### config.mk
export PLATFORM = sky130hd
export DESIGN_NAME = swhc_seq
export DESIGN_NICKNAME = d
export VERILOG_FILES = /design/src/swhc_pkg.sv /design/src/swhc_seq.sv
export SDC_FILE = /design/constraint.sdc
export NUM_CORES = 1
export LEC_CHECK = 0
export BUFFER_PORTS_ARGS = -buffer_cell sky130_fd_sc_hd__buf_2
export CAP_MARGIN = 10
export CORE_MARGIN = 2
export CORE_UTILIZATION = 24
export DETAILED_ROUTE_END_ITERATION = 10
export MAX_ROUTING_LAYER = met4
export SYNTH_ARGS = -nofsm -noshare
export SYNTH_HDL_FRONTEND = slang
export SYNTH_SLANG_ARGS = --single-unit
### constraint.sdc
create_clock -name i_clk -period 5.5 [get_ports i_clk]
set_clock_uncertainty 0.2 [all_clocks]
set_input_delay 1.1 -clock i_clk [delete_from_list [all_inputs] [get_ports i_clk]]
set_output_delay 1.1 -clock i_clk [all_outputs]
set_load 0.02 [all_outputs]
### src/swhc_pkg.sv
// Shared types, constants and the sequencer microcode for the hit counter.
package swhc_pkg;

    localparam int          WIN_BITS     = 9;
    localparam int          CNT_BITS     = 32;
    localparam logic [8:0]  WINDOW_RESET = 9'd300;

    // Item opcodes.
    typedef enum logic {
        OP_HIT   = 1'b0,
        OP_QUERY = 1'b1
    } t_op;

    // Microprogram step addresses.
    typedef enum logic [2:0] {
        S_IDLE,
        S_UP_INIT,
        S_UP_PROBE,
        S_UP_CMP,
        S_UP_DONE,
        S_LO_PROBE,
        S_LO_CMP,
        S_FIN
    } t_step;

    // Jump conditions.
    typedef enum logic [1:0] {
        C_NEXT,
        C_ALWAYS,
        C_NO_QUERY,
        C_DONE
    } t_cond;

    typedef struct packed {
        logic  busy;
        logic  hit_en;
        logic  init_up;
        logic  init_lo;
        logic  probe;
        logic  update;
        logic  emit;
        t_cond cond;
        t_step target;
    } t_ctrl;

    typedef struct packed {
        logic no_query;
        logic done;
    } t_flags;

    // Control store: one word per step.
    function automatic t_ctrl ucode(input t_step step);
        t_ctrl w;
        w        = '0;
        w.cond   = C_NEXT;
        w.target = S_IDLE;
        unique case (step)
            S_IDLE: begin
                w.hit_en = 1'b1;
                w.cond   = C_NO_QUERY;
                w.target = S_IDLE;
            end
            S_UP_INIT: begin
                w.busy    = 1'b1;
                w.init_up = 1'b1;
            end
            S_UP_PROBE: begin
                w.busy   = 1'b1;
                w.probe  = 1'b1;
                w.cond   = C_DONE;
                w.target = S_UP_DONE;
            end
            S_UP_CMP: begin
                w.busy   = 1'b1;
                w.update = 1'b1;
                w.cond   = C_ALWAYS;
                w.target = S_UP_PROBE;
            end
            S_UP_DONE: begin
                w.busy    = 1'b1;
                w.init_lo = 1'b1;
            end
            S_LO_PROBE: begin
                w.busy   = 1'b1;
                w.probe  = 1'b1;
                w.cond   = C_DONE;
                w.target = S_FIN;
            end
            S_LO_CMP: begin
                w.busy   = 1'b1;
                w.update = 1'b1;
                w.cond   = C_ALWAYS;
                w.target = S_LO_PROBE;
            end
            S_FIN: begin
                w.busy   = 1'b1;
                w.emit   = 1'b1;
                w.cond   = C_ALWAYS;
                w.target = S_IDLE;
            end
            default: begin
                w.cond   = C_ALWAYS;
                w.target = S_IDLE;
            end
        endcase
        return w;
    endfunction

endpackage

### src/swhc_seq.sv
// Microcode sequencer: step counter, control store lookup and conditional jumps.
module swhc_seq (
    input  logic                  i_clk,
    input  logic                  i_rst_n,
    input  swhc_pkg::t_flags      i_flags,
    output swhc_pkg::t_ctrl       o_ctrl
);

    swhc_pkg::t_step r_pc;
    swhc_pkg::t_step n_pc;
    logic            take;

    always_comb begin
        o_ctrl = swhc_pkg::ucode(r_pc);
    end

    always_comb begin
        unique case (o_ctrl.cond)
            swhc_pkg::C_NEXT:     take = 1'b0;
            swhc_pkg::C_ALWAYS:   take = 1'b1;
            swhc_pkg::C_NO_QUERY: take = i_flags.no_query;
            swhc_pkg::C_DONE:     take = i_flags.done;
            default:              take = 1'b1;
        endcase
        if (take) begin
            n_pc = o_ctrl.target;
        end else begin
            n_pc = swhc_pkg::t_step'(r_pc + 3'd1);
        end
    end

    always_ff @(posedge i_clk) begin
        if (!i_rst_n) begin
            r_pc <= swhc_pkg::S_IDLE;
        end else begin
            r_pc <= n_pc;
        end
    end

endmodule

==> Word-level counts from Yosys, hierarchy flattened <==
Cells that the tools add are included.
{ "op_classes": {"add_sub_neg": 1, "eq_ne": 10, "n_mux": 10, "reduce_logical": 5} }
{ "op_table": {"columns": ["cell", "count"], "rows": [
  ["$pmux 5 s6", 1],
  ["$eq 3x3->1 const B", 4],
  ["$mux 1", 7],
  ["$reduce_or 7->1", 1],
  ["$eq 3x2->1 const B", 2],
  ["$eq 2x2->1 const B", 2],
  ["$pmux 1 s4", 1],
  ["$reduce_or 2->1", 2],
  ["$add 3x1->3 const B", 1],
  ["$eq 3x1->1 const B", 1],
  ["$logic_not 3->1", 1],
  ["$mux 3", 1],
  ["$eq 2x1->1 const B", 1],
  ["$logic_not 2->1", 1]
]} }
{ "word_totals": {"ff_bits": 3, "inputBits": 4, "output_inout_bits": 12, "elab_cells": 27} }

==> Longest topological paths before layout <==
Gate-level depths: netlist of the first run.
{ "depth": {"depth_word": 5, "depth_mapped": 6, "ltp_nobuf": 6} }

==> Least setup slack after synthesis of the first run <==
Ideal clock, no wire load.
{ "synth_timing": {"kind": "reg-to-output", "start": "register r_pc[0]", "end": "output port o_ctrl[11] (netlist name)", "arrival_time_ns": 1.706, "t_required_ns": 4.200, "setup_slack_ns": 2.494, "stages_incl_launch_ff": 6, "path_buffers": 0, "path_cell_list": "dfxtp_1 > inv_1 > ha_1 > nor4b_1 > nor2_1 > or3_1"} }
{ "synth_rtl": {"columns": ["item", "line_no", "rtl"], "rows": [
  ["start, declared", "swhc_seq.sv:9", "swhc_pkg::t_step r_pc;"],
  ["start signal, assigned", "swhc_seq.sv:34", "r_pc <= swhc_pkg::S_IDLE;"],
  ["start signal, assigned", "swhc_seq.sv:36", "r_pc <= n_pc;"],
  ["end, declared", "swhc_seq.sv:6", "output swhc_pkg::t_ctrl o_ctrl"]
]} }

==> insert_results.sql, run 1 <==
INSERT INTO impl_metrics (metric_group, metric, value, unit) VALUES
('cells_and_area', 'layout.nets', '71', ''),
('cts', 'cts.path.max_buffers', '2', ''),
('cts', 'cts-htree-levels', '1', ''),
('logic_synthesis', 'post_synth_mux_area_share', '9.328', '%'),
('placement', 'detailedPlacementHpwl', '586.6', 'um'),
('drt', 'detailed_route_wl', '714', 'um'),
('global_routing', 'via_count_of_the_first_global_routing_pass', '272', ''),
('logic_synthesis', 'share_of_synthesized_cell_area_in_and_or_nand_and_nor_gates', '31.34', '%'),
('logic_synthesis', 'netlist_top_cells_count', 'sky130_fd_sc_hd__nand2_1 (6), sky130_fd_sc_hd__ha_1 (5), sky130_fd_sc_hd__inv_1 (5), sky130_fd_sc_hd__dfxtp_1 (3), sky130_fd_sc_hd__nor2b_1 (3)', ''),
('drt', 'firstDrtPassIters', '3', ''),
('cells_and_area', 'fin_cells', '76', ''),
('logic_synthesis', 'postSynthCellCount', '43', ''),
('logic_synthesis', 'synth_enable_flop_cells', '0', ''),
('setup_path', 'crit_path_max_incr_delay', '0.38', 'ns'),
('cells_and_area', 'reg_top3', 'r_pc: 3 flops', ''),
('setup_path', 'critical_path_cell_with_the_highest_stage_delay', 'sky130_fd_sc_hd__dfxtp_1', ''),
('run_status', 'run_status', 'complete, no violations', ''),
('sta', 'hold_violations', '0', ''),
('placement', 'place_congestion', '0.7173', ''),
('cts', 'clockRootBuffer', 'sky130_fd_sc_hd__clkbuf_4', ''),
('global_routing', 'first_pass_grt_wire_length', '1062', 'um'),
('sta', 'fin_worst_hold_slack', '0.4432', 'ns'),
('cts', 'cts_tree', 'built', ''),
('logic_synthesis', 'synth-xor-area-share', '2.612', '%'),
('floorplanning', 'die-height', '41.38', 'um'),
('floorplanning', 'io-pin-count', '16', ''),
('setup_path', 'timing.critical_path.from', 'r_pc[0]', ''),
('setup_path', 'crit_buf_inv', '2', ''),
('logic_synthesis', 'yosys.area.top_type', 'sky130_fd_sc_hd__ha_1', ''),
('logic_synthesis', 'yosys_register_bits', '3', ''),
('global_routing', 'grt.total_usage', '10.41', '%'),
('drt', 'detail_route.iter0.violations', '4', ''),
('floorplanning', 'std_cell_rows', '13', ''),
('sta', 'final_period_minus_worst_setup_slack', '3.297', 'ns'),
('cells_and_area', 'finish.instance_area', '450.4', 'um2'),
('setup_path', 'crit_family', 'simple AND/OR/NAND/NOR gates', ''),
('drt', 'route.vias.total', '337', ''),
('cells_and_area', 'share_of_post_route_cells_with_drive_strength_above_1', '36.07', '%'),
('sta', 'post-route-period-util', '59.94', '%'),
('logic_synthesis', 'synthMostInstantiatedCell', 'sky130_fd_sc_hd__nand2_1', ''),
('logic_synthesis', 'dominant_synthesized_flop_cell', 'sky130_fd_sc_hd__dfxtp_1', ''),
('setup_path', 'nature_of_the_critical_path_endpoint', 'output port', ''),
('floorplanning', 'fp.coreArea', '1301', 'um2'),
('setup_path', 'critical_path.cell_chain', 'inv_1 -> ha_1 -> nor4b_1 -> nor2_1 -> or3_1 -> buf_2', ''),
('sta', 'total_of_endpoints_with_negative_setup_slack_in_the_final_report', '0', ''),
('hold_path', 'hold_class', 'reg2reg', ''),
('pwr', 'cellPowerDensity', '655.2', 'nW/um2'),
('floorplanning', 'dieArea', '1712', 'um2'),
('logic_synthesis', 'synth_compound_area_share', '13.06', '%'),
('cts', 'cts.clk_slew.worst_paths', '0.03', 'ns'),
('cts', 'postCtsSetupRepairBufs', '0', ''),
('cells_and_area', 'synthToLayoutAreaGrowth', '34.33', '%'),
('setup_path', 'largest_fanout_on_the_critical_path', '6', ''),
('drt', 'viasPerCell', '4.434', ''),
('cts', 'clk_latency', '0.23', 'ns'),
('sta', 'max-slew-margin-rel', '73.05', '%'),
('logic_synthesis', 'post_synth_num_cell_types', '21', ''),
('pwr', 'total_leakage_power', '0.2397', 'nW'),
('logic_synthesis', 'syn_area_cell', '7.798', 'um2'),
('placement', 'numPortBuffers', '15', ''),
('logic_synthesis', 'mappedNetlistNets', '52', ''),
('cells_and_area', 'largest_reg_flops', '3', ''),
('logic_synthesis', 'post_synth_instance_area', '335.3', 'um2'),
('drt', 'avgRoutedWirePerCell', '9.395', 'um'),
('cts', 'clkSinkCount', '3', ''),
('floorplanning', 'floorplan.initialDensity', '25.77', '%'),
('floorplanning', 'chip_width', '41.38', 'um'),
('cells_and_area', 'antenna_cells_inserted', '0', ''),
('drt', 'antenna_violating_nets_post_route', '0', ''),
('drt', 'drc_errors', '0', ''),
('sta', 'grt_setup_unrepaired', 'no', '');
==> path summary, 6_finish.rpt <==
| path | endpoint | slack [ns] | cells after the start |
|---|---|---|---|
| setup / recovery | o_ctrl[11] | 2.20 | 6 |
| hold / removal | r_pc[0] | 0.44 | 3 |
| setup reg to reg | r_pc[2] | 3.61 | 6 |
| hold reg to reg | r_pc[0] | 0.44 | 3 |
==> where the power goes <==
part	total [W]	switching (W)	internal, W
registers	0.0000440	0.0000134	0.0000306
clock network	0.0000381	0.0000109	0.0000272
logic	0.000213	0.000130	0.0000830
==> through the flow <==
step	setup WS (ns)	utilization, %
2_1_floorplan	2.494	-
3_3_place_gp	2.483	32.60
3_5_place_dp	2.451	32.60
4_1_cts	2.195	34.62
5_1_grt	2.025	34.62
6_report	2.203	34.62
==> worst min-delay path: stages (launching register included) <==
cell	delay, ns
sky130_fd_sc_hd__dfxtp_1	0.38
sky130_fd_sc_hd__inv_1	0.10
sky130_fd_sc_hd__nand2_1	0.06
sky130_fd_sc_hd__mux2i_1	0.05
==> metal layers <==
metal,track usage (%),wire length [um]
met3,3.191,49
met2,13.28,293
met1,12.66,354
met4,9.677,17
met5,-,0
==> cell usage in the layout, fill, tap and decap left out, types with 2 or more instances in the layout <==
| master | n |
|---|---|
| sky130_fd_sc_hd__o21ai_0 | 2 |
| sky130_fd_sc_hd__ha_1 | 5 |
| sky130_fd_sc_hd__clkbuf_4 | 3 |
| sky130_fd_sc_hd__and2_1 | 2 |
| sky130_fd_sc_hd__dfxtp_1 | 3 |
| sky130_fd_sc_hd__nor2_1 | 2 |
| sky130_fd_sc_hd__nor3_1 | 2 |
| sky130_fd_sc_hd__mux2i_1 | 2 |
| sky130_fd_sc_hd__nand2_1 | 6 |
| sky130_fd_sc_hd__inv_1 | 5 |
| sky130_fd_sc_hd__nor2b_1 | 3 |
| sky130_fd_sc_hd__buf_2 | 15 |
==> final cells by class <==
cell class | count | area, um2
clock buffers | 4 | 26.28
fillers | 161 | 850.8
inverters | 5 | 18.77
multi-input cells | 34 | 251.5
flip-flops and latches | 3 | 60.06
well taps | 15 | 18.77
repair buffers | 15 | 75.07
==> cell families after synthesis <==
group,Yosys count
AO/OA/AOI/OAI,6
XOR/XNOR,1
adder cells (fa/ha/maj),5
buffers and inverters,6
flip-flops,3
multiplexers,3
AND/OR/NAND/NOR,19
Note: power is estimated with default switching activity, not from simulation.
==> run 2, diff against run 1 <==
Clock period 5.5 ns to 3.2 ns, I/O delays scaled along.
==> run 2 against run 1 <==
Effect of this change:
- sequential power up 72%
- sequential share of layout area unchanged
- core utilization unchanged
- worst hold slack worse by 0.0031 ns
- final cell count unchanged
- die area unchanged
- critical path type unchanged
==> insert_results.sql, run 2 (synthesis gave the netlist of run 1 again) <==
INSERT INTO impl_metrics (metric_group, metric, value, unit) VALUES
('drt', 'avgRoutedWirePerCell', '9.434', 'um'),
('setup_path', 'critical_path.startpoint_type', 'register', ''),
('drt', 'antenna_violating_nets_post_route', '0', ''),
('pwr', 'power.internal', '0.0002422', 'W'),
('pwr', 'cellPowerDensity', '1127', 'nW/um2'),
('drt', 'route.vias.total', '345', ''),
('cells_and_area', 'share_of_post_route_cells_with_drive_strength_above_1', '36.07', '%'),
('sta', 'final_period_minus_worst_setup_slack', '2.819', 'ns'),
('floorplanning', 'fp.coreArea', '1301', 'um2'),
('setup_path', 'rr_endpoint', 'r_pc[2]', ''),
('drt', 'drc_errors', '0', ''),
('cts', 'cts.path.max_buffers', '2', ''),
('setup_path', 'critical_path_cell_with_the_highest_stage_delay', 'sky130_fd_sc_hd__nor4b_1', ''),
('sta', 'grt_setup_unrepaired', 'no', ''),
('global_routing', 'gr-total-overflow', '0', ''),
('setup_path', 'worst-r2r-cell-count', '6', ''),
('setup_path', 'timing.critical_path.from', 'r_pc[0]', ''),
('global_routing', 'antenna_found_initial', '0', ''),
('setup_path', 'crit_type', 'reg2out', ''),
('sta', 'final-max-slew-violation-count', '0', ''),
('cts', 'postCtsSetupRepairBufs', '0', ''),
('cts', 'clkSinkCount', '3', ''),
('cts', 'ctsResizeCount', '0', ''),
('cells_and_area', 'registers.top_by_ff_count', 'r_pc', ''),
('setup_path', 'largest_fanout_on_the_critical_path', '6', ''),
('sta', 'fmaxAchievable', '0.3547', 'GHz'),
('pwr', 'ir_worst_vdd', '0.4073', 'mV'),
('cts', 'clk_latency', '0.23', 'ns'),
('floorplanning', 'chip_width', '41.38', 'um'),
('setup_path', 'crit_cells', '6', ''),
('hold_path', 'holdCritStartpoint', 'r_pc[0]', ''),
('setup_path', 'nature_of_the_critical_path_endpoint', 'output port', ''),
('floorplanning', 'die-height', '41.38', 'um'),
('setup_path', 'crit_path_max_incr_delay', '0.38', 'ns'),
('placement', 'detailedPlacementHpwl', '595.1', 'um'),
('hold_path', 'hold_class', 'reg2reg', ''),
('setup_path', 'rrSetupSlack', '1.31', 'ns'),
('run_status', 'run_status', 'complete, no violations', ''),
('floorplanning', 'io-pin-count', '16', ''),
('cts', 'cts_made_buffers', '3', ''),
('pwr', 'total_leakage_power', '0.2397', 'nW'),
('sta', 'transition_time_of_the_tightest_slew_check_pin', '0.4025', 'ns'),
('pwr', 'power.switching_fraction', '52.30', '%'),
('global_routing', 'grt_start_max_net_pins', '15', ''),
('placement', 'dpl_worst_slack', '0.6004', 'ns'),
('drt', 'detail_route.iter0.violations', '2', ''),
('sta', 'post-route-period-util', '88.10', '%'),
('drt', 'detailed_route_wl', '717', 'um'),
('cells_and_area', 'highest_count_cells_in_the_layout_ignoring_fill_and_taps', 'sky130_fd_sc_hd__buf_2 (15), sky130_fd_sc_hd__nand2_1 (6), sky130_fd_sc_hd__inv_1 (5), sky130_fd_sc_hd__ha_1 (5)', ''),
('cts', 'clockRootBuffer', 'sky130_fd_sc_hd__clkbuf_4', ''),
('setup_path', 'r2r_start', 'r_pc[0]', ''),
('global_routing', 'first_pass_grt_wire_length', '1028', 'um'),
('sta', 'total_of_endpoints_with_negative_setup_slack_in_the_final_report', '0', ''),
('global_routing', 'via_count_of_the_first_global_routing_pass', '271', ''),
('placement', 'place_congestion', '0.7007', ''),
('setup_path', 'crit_buf_inv', '2', ''),
('cells_and_area', 'largest_reg_flops', '3', ''),
('global_routing', 'grt.total_usage', '9.502', '%'),
('hold_path', 'whs_path_depth', '3', ''),
('drt', 'viasPerCell', '4.539', ''),
('sta', 'max-slew-margin-rel', '73.13', '%'),
('pwr', 'p_sw', '0.0002656', 'W'),
('run', 'cap_viol_max_count', '0', ''),
('pwr', 'fraction_of_power_consumed_by_the_clock_network', '12.9', '%'),
('cells_and_area', 'layout.nets', '71', ''),
('sta', 'final.setup.tns', '0', 'ns'),
('sta', 'setup_ws', '0.3809', 'ns'),
('cells_and_area', 'reg_top3', 'r_pc: 3 flops', ''),
('pwr', 'power.combinational.fraction', '72.2', '%'),
('floorplanning', 'dieArea', '1712', 'um2'),
('placement', 'numPortBuffers', '15', ''),
('cells_and_area', 'leading_cell_type_in_the_layout_fill_and_taps_excluded', 'sky130_fd_sc_hd__buf_2', ''),
('hold_path', 'min_to', 'r_pc[0]', ''),
('cts', 'cts_tree', 'built', ''),
('drt', 'firstDrtPassIters', '2', ''),
('setup_path', 'critical_path.cell_chain', 'inv_1 -> ha_1 -> nor4b_1 -> nor2_1 -> or3_1 -> buf_2', ''),
('floorplanning', 'std_cell_rows', '13', ''),
('cts', 'cts.clk_slew.worst_paths', '0.03', 'ns'),
('sta', 'hold_violations', '0', ''),
('setup_path', 'critPathRequiredTime', '2.36', 'ns'),
('setup_path', 'crit_family', 'simple AND/OR/NAND/NOR gates', ''),
('floorplanning', 'floorplan.initialDensity', '25.77', '%'),
('cells_and_area', 'antenna_cells_inserted', '0', ''),
('cts', 'ctsHoldBuffers', '0', ''),
('cells_and_area', 'fillerInstances', '148', ''),
('cts', 'cts-htree-levels', '1', ''),
('setup_path', 'cp.arrival', '1.98', 'ns'),
('pwr', 'p_seq_share', '14.9', '%'),
('cells_and_area', 'synthToLayoutAreaGrowth', '34.33', '%');
## run 2: how the worst max path moves through the flow
| stage | end | slack [ns] |
|---|---|---|
| floorplan | o_ctrl[11] | 0.65 |
| global placement | o_ctrl[11] | 0.66 |
| detailed placement | o_ctrl[11] | 0.60 |
| CTS | o_ctrl[11] | 0.34 |
| global route | o_ctrl[11] | 0.24 |
| finish | o_ctrl[11] | 0.38 |
## run 2: cell type report
cell class | instances | area [um2] | area share, %
multi-input cells | 34 | 251.5 | 55.83
repair buffers | 15 | 75.07 | 16.67
flip-flops and latches | 3 | 60.06 | 13.33
clock buffers | 4 | 26.28 | 5.833
inverters | 5 | 18.77 | 4.167
well taps | 15 | 18.77 | 4.167
## run 2: layer usage
metal	vias to the layer above	GRT usage, %	routed length, um
met4	0	7.258	0
met1	151	11.71	331
met2	12	12.89	311
met3	0	2.660	74
met5	-	-	0
li1	182	-	-
## run 2: stage by stage
| step | hold WS (ns) | instances | cell area [um2] | total power (W) | util, % |
|---|---|---|---|---|---|
| final | 0.4401 | 76 | 450.4 | 0.0005078 | 34.62 |
| after global routing | 0.4782 | 76 | 450.4 | 0.0005560 | 34.62 |
| after CTS | 0.4440 | 76 | 450.4 | 0.0005171 | 34.62 |
| after detailed placement | 0.4267 | 72 | 424.2 | 0.0004473 | 32.60 |
| after global placement | 0.4213 | 72 | 424.2 | 0.0004434 | 32.60 |
| after floorplan | 0.3835 | 43 | 335.3 | 0.0003480 | - |
## run 2: power by group through the flow
| stage | registers, W | logic (W) | clock network (W) |
|---|---|---|---|
| finish | 0.0000757 | 0.000367 | 0.0000653 |
| global route | 0.0000793 | 0.000403 | 0.0000736 |
| CTS | 0.0000758 | 0.000372 | 0.0000693 |
| detailed placement | 0.0000761 | 0.000371 | 0 |
| global placement | 0.0000750 | 0.000368 | 0 |
| floorplan | 0.0000647 | 0.000283 | 0 |
## run 2: worst min-delay path, cell delays in order, from the launching register on
cell and delay [ns]:
sky130_fd_sc_hd__dfxtp_1 0.37, sky130_fd_sc_hd__inv_1 0.10, sky130_fd_sc_hd__nand2_1 0.07, sky130_fd_sc_hd__mux2i_1 0.05
==> run 3, diff against run 2 <==
Settings changed: CORE_AREA set to 2 2 39 41, CORE_MARGIN 2 to not set, CORE_UTILIZATION 24 to not set, DIE_AREA set to 0 0 41 43.
==> run 3 against run 2 <==
Effect of this change:
- via count grew 0.58%
- first-iteration DRC count grew 50%
- die area is 3.0% higher
- routed wire length up 6.4%
- critical path type unchanged
- sequential power decreased by 0.5%
- critical endpoint unchanged
- combinational power hardly changed
- clock-buffer cell count is the same
- final cell count up 1.3%
- non-clock buffer count unchanged
==> insert_results.sql, run 3 (synthesis gave the netlist of run 1 again) <==
INSERT INTO impl_metrics (metric_group, metric, value, unit) VALUES
('cts', 'cts_tree', 'built', ''),
('pwr', 'p_sw', '0.0002687', 'W'),
('floorplanning', 'io-pin-count', '16', ''),
('drt', 'wl_met3', '69', 'um'),
('cts', 'cts-htree-levels', '1', ''),
('drt', 'wl_met1', '340', 'um'),
('cts', 'cts_made_buffers', '3', ''),
('sta', 'total_of_endpoints_with_negative_setup_slack_in_the_final_report', '0', ''),
('setup_path', 'crit_type', 'reg2out', ''),
('sta', 'post-route-period-util', '90.26', '%'),
('cts', 'ctsHoldBuffers', '0', ''),
('setup_path', 'nature_of_the_critical_path_endpoint', 'output port', ''),
('drt', 'wl_met2', '353', 'um'),
('cts', 'cts.clk_slew.worst_paths', '0.04', 'ns'),
('sta', 'hold_violations', '0', ''),
('sta', 'max-slew-margin-rel', '73.30', '%'),
('global_routing', 'grt_start_max_net_pins', '15', ''),
('cells_and_area', 'registers.top_by_ff_count', 'r_pc', ''),
('sta', 'grt_setup_unrepaired', 'no', ''),
('drt', 'detailed_route_wl', '763', 'um'),
('placement', 'detailedPlacementHpwl', '624.6', 'um'),
('global_routing', 'antenna_found_initial', '0', ''),
('drt', 'avgRoutedWirePerCell', '9.909', 'um'),
('cells_and_area', 'share_of_post_route_cells_with_drive_strength_above_1', '36.07', '%'),
('drt', 'firstDrtPassIters', '2', ''),
('setup_path', 'largest_fanout_on_the_critical_path', '6', ''),
('floorplanning', 'fp.coreArea', '1384', 'um2'),
('global_routing', 'grt.total_usage', '10.87', '%'),
('sta', 'setup_ws', '0.3118', 'ns'),
('pwr', 'ir_worst_vdd', '0.3844', 'mV'),
('sta', 'fmaxAchievable', '0.3462', 'GHz'),
('sta', 'transition_time_of_the_tightest_slew_check_pin', '0.3949', 'ns'),
('drt', 'route.vias.total', '347', ''),
('cells_and_area', 'layout.nets', '71', ''),
('drt', 'antenna_violating_nets_post_route', '0', ''),
('drt', 'viasPerCell', '4.506', ''),
('floorplanning', 'die-height', '43', 'um'),
('placement', 'numPortBuffers', '15', ''),
('pwr', 'power.combinational.fraction', '72.1', '%'),
('pwr', 'power.internal', '0.0002424', 'W'),
('floorplanning', 'dieArea', '1763', 'um2'),
('setup_path', 'cp.arrival', '2.05', 'ns'),
('drt', 'detail_route.iter0.violations', '3', ''),
('cells_and_area', 'synthToLayoutAreaGrowth', '34.70', '%'),
('cells_and_area', 'highest_count_cells_in_the_layout_ignoring_fill_and_taps', 'sky130_fd_sc_hd__buf_2 (15), sky130_fd_sc_hd__nand2_1 (6), sky130_fd_sc_hd__inv_1 (5), sky130_fd_sc_hd__ha_1 (5)', ''),
('cts', 'postCtsSetupRepairBufs', '0', ''),
('floorplanning', 'std_cell_rows', '14', ''),
('global_routing', 'gr-total-overflow', '0', ''),
('setup_path', 'critical_path.startpoint_type', 'register', ''),
('hold_path', 'hold_class', 'reg2reg', ''),
('sta', 'final.setup.tns', '0', 'ns'),
('global_routing', 'first_pass_grt_wire_length', '1290', 'um'),
('cts', 'clockRootBuffer', 'sky130_fd_sc_hd__clkbuf_4', ''),
('global_routing', 'via_count_of_the_first_global_routing_pass', '320', ''),
('sta', 'final_period_minus_worst_setup_slack', '2.888', 'ns'),
('drt', 'drc_errors', '0', ''),
('pwr', 'fraction_of_power_consumed_by_the_clock_network', '13.1', '%'),
('cells_and_area', 'antenna_cells_inserted', '0', ''),
('setup_path', 'critPathRequiredTime', '2.36', 'ns'),
('placement', 'place_congestion', '0.7184', ''),
('cts', 'clkSinkCount', '3', ''),
('run', 'cap_viol_max_count', '0', ''),
('run_status', 'run_status', 'complete, no violations', ''),
('pwr', 'power.switching_fraction', '52.58', '%'),
('cts', 'clk_latency', '0.23', 'ns'),
('floorplanning', 'chip_width', '41', 'um'),
('placement', 'dpl_worst_slack', '0.5120', 'ns'),
('pwr', 'p_seq_share', '14.7', '%'),
('pwr', 'total_leakage_power', '0.2397', 'nW'),
('floorplanning', 'floorplan.initialDensity', '24.23', '%'),
('cts', 'cts.path.max_buffers', '2', ''),
('cells_and_area', 'reg_top3', 'r_pc: 3 flops', ''),
('cts', 'ctsResizeCount', '0', ''),
('pwr', 'cellPowerDensity', '1131', 'nW/um2'),
('sta', 'final-max-slew-violation-count', '0', ''),
('cells_and_area', 'largest_reg_flops', '3', ''),
('drt', 'route.top_layer_used', 'met3', ''),
('cells_and_area', 'leading_cell_type_in_the_layout_fill_and_taps_excluded', 'sky130_fd_sc_hd__buf_2', '');
-- run 3: final timing paths --
kind	cells after the start	to	slack (ns)	from
hold reg to reg	3	r_pc[0]	0.43	r_pc[0]
setup reg to reg	6	r_pc[2]	1.24	r_pc[0]
hold / removal	3	r_pc[0]	0.43	r_pc[0]
setup / recovery	6	o_ctrl[11]	0.31	r_pc[0]
-- run 3: stage by stage --
step                hold slack, ns  instances   power, W  util (%)  instance area [um2]
finish                      0.4317         77  0.0005111     32.64                451.7
global route                0.4945         77  0.0005595     32.64                451.7
CTS                         0.4421         77  0.0005210     32.64                451.7
detailed placement          0.4306         73  0.0004494     30.74                425.4
global placement            0.4260         73  0.0004419     30.74                425.4
floorplan                   0.3835         43  0.0003480         -                335.3
-- run 3: critical path, stage by stage, from the launching register on --
cell                      delay (ns)
sky130_fd_sc_hd__dfxtp_1        0.37
sky130_fd_sc_hd__inv_1          0.10
sky130_fd_sc_hd__ha_1           0.28
sky130_fd_sc_hd__nor4b_1        0.42
sky130_fd_sc_hd__nor2_1         0.11
sky130_fd_sc_hd__or3_1          0.37
sky130_fd_sc_hd__buf_2          0.16
-- run 3: area by class of cell --
type	count	area (um2)
inverter	5	18.77
sequential	3	60.06
fill	157	932.1
timing repair buffer	15	75.07
tap	16	20.02
multi-input combinational	34	251.5
clock buffer	4	26.28
-- run 3: metal layers --
layer  vias to the layer above  global-route usage, %
li1                        182                      -
met2                        15                  15.94
met3                         0                  4.712
met1                       150                  12.74
met4                         0                  4.000
met5                         -                      -
-- run 3: power groups by stage --
stage	sequential [W]	combinational (W)	clock, W
finish	0.0000753	0.000369	0.0000672
global route	0.0000803	0.000405	0.0000741
CTS	0.0000756	0.000375	0.0000707
detailed placement	0.0000759	0.000374	0
global placement	0.0000753	0.000367	0
floorplan	0.0000647	0.000283	0
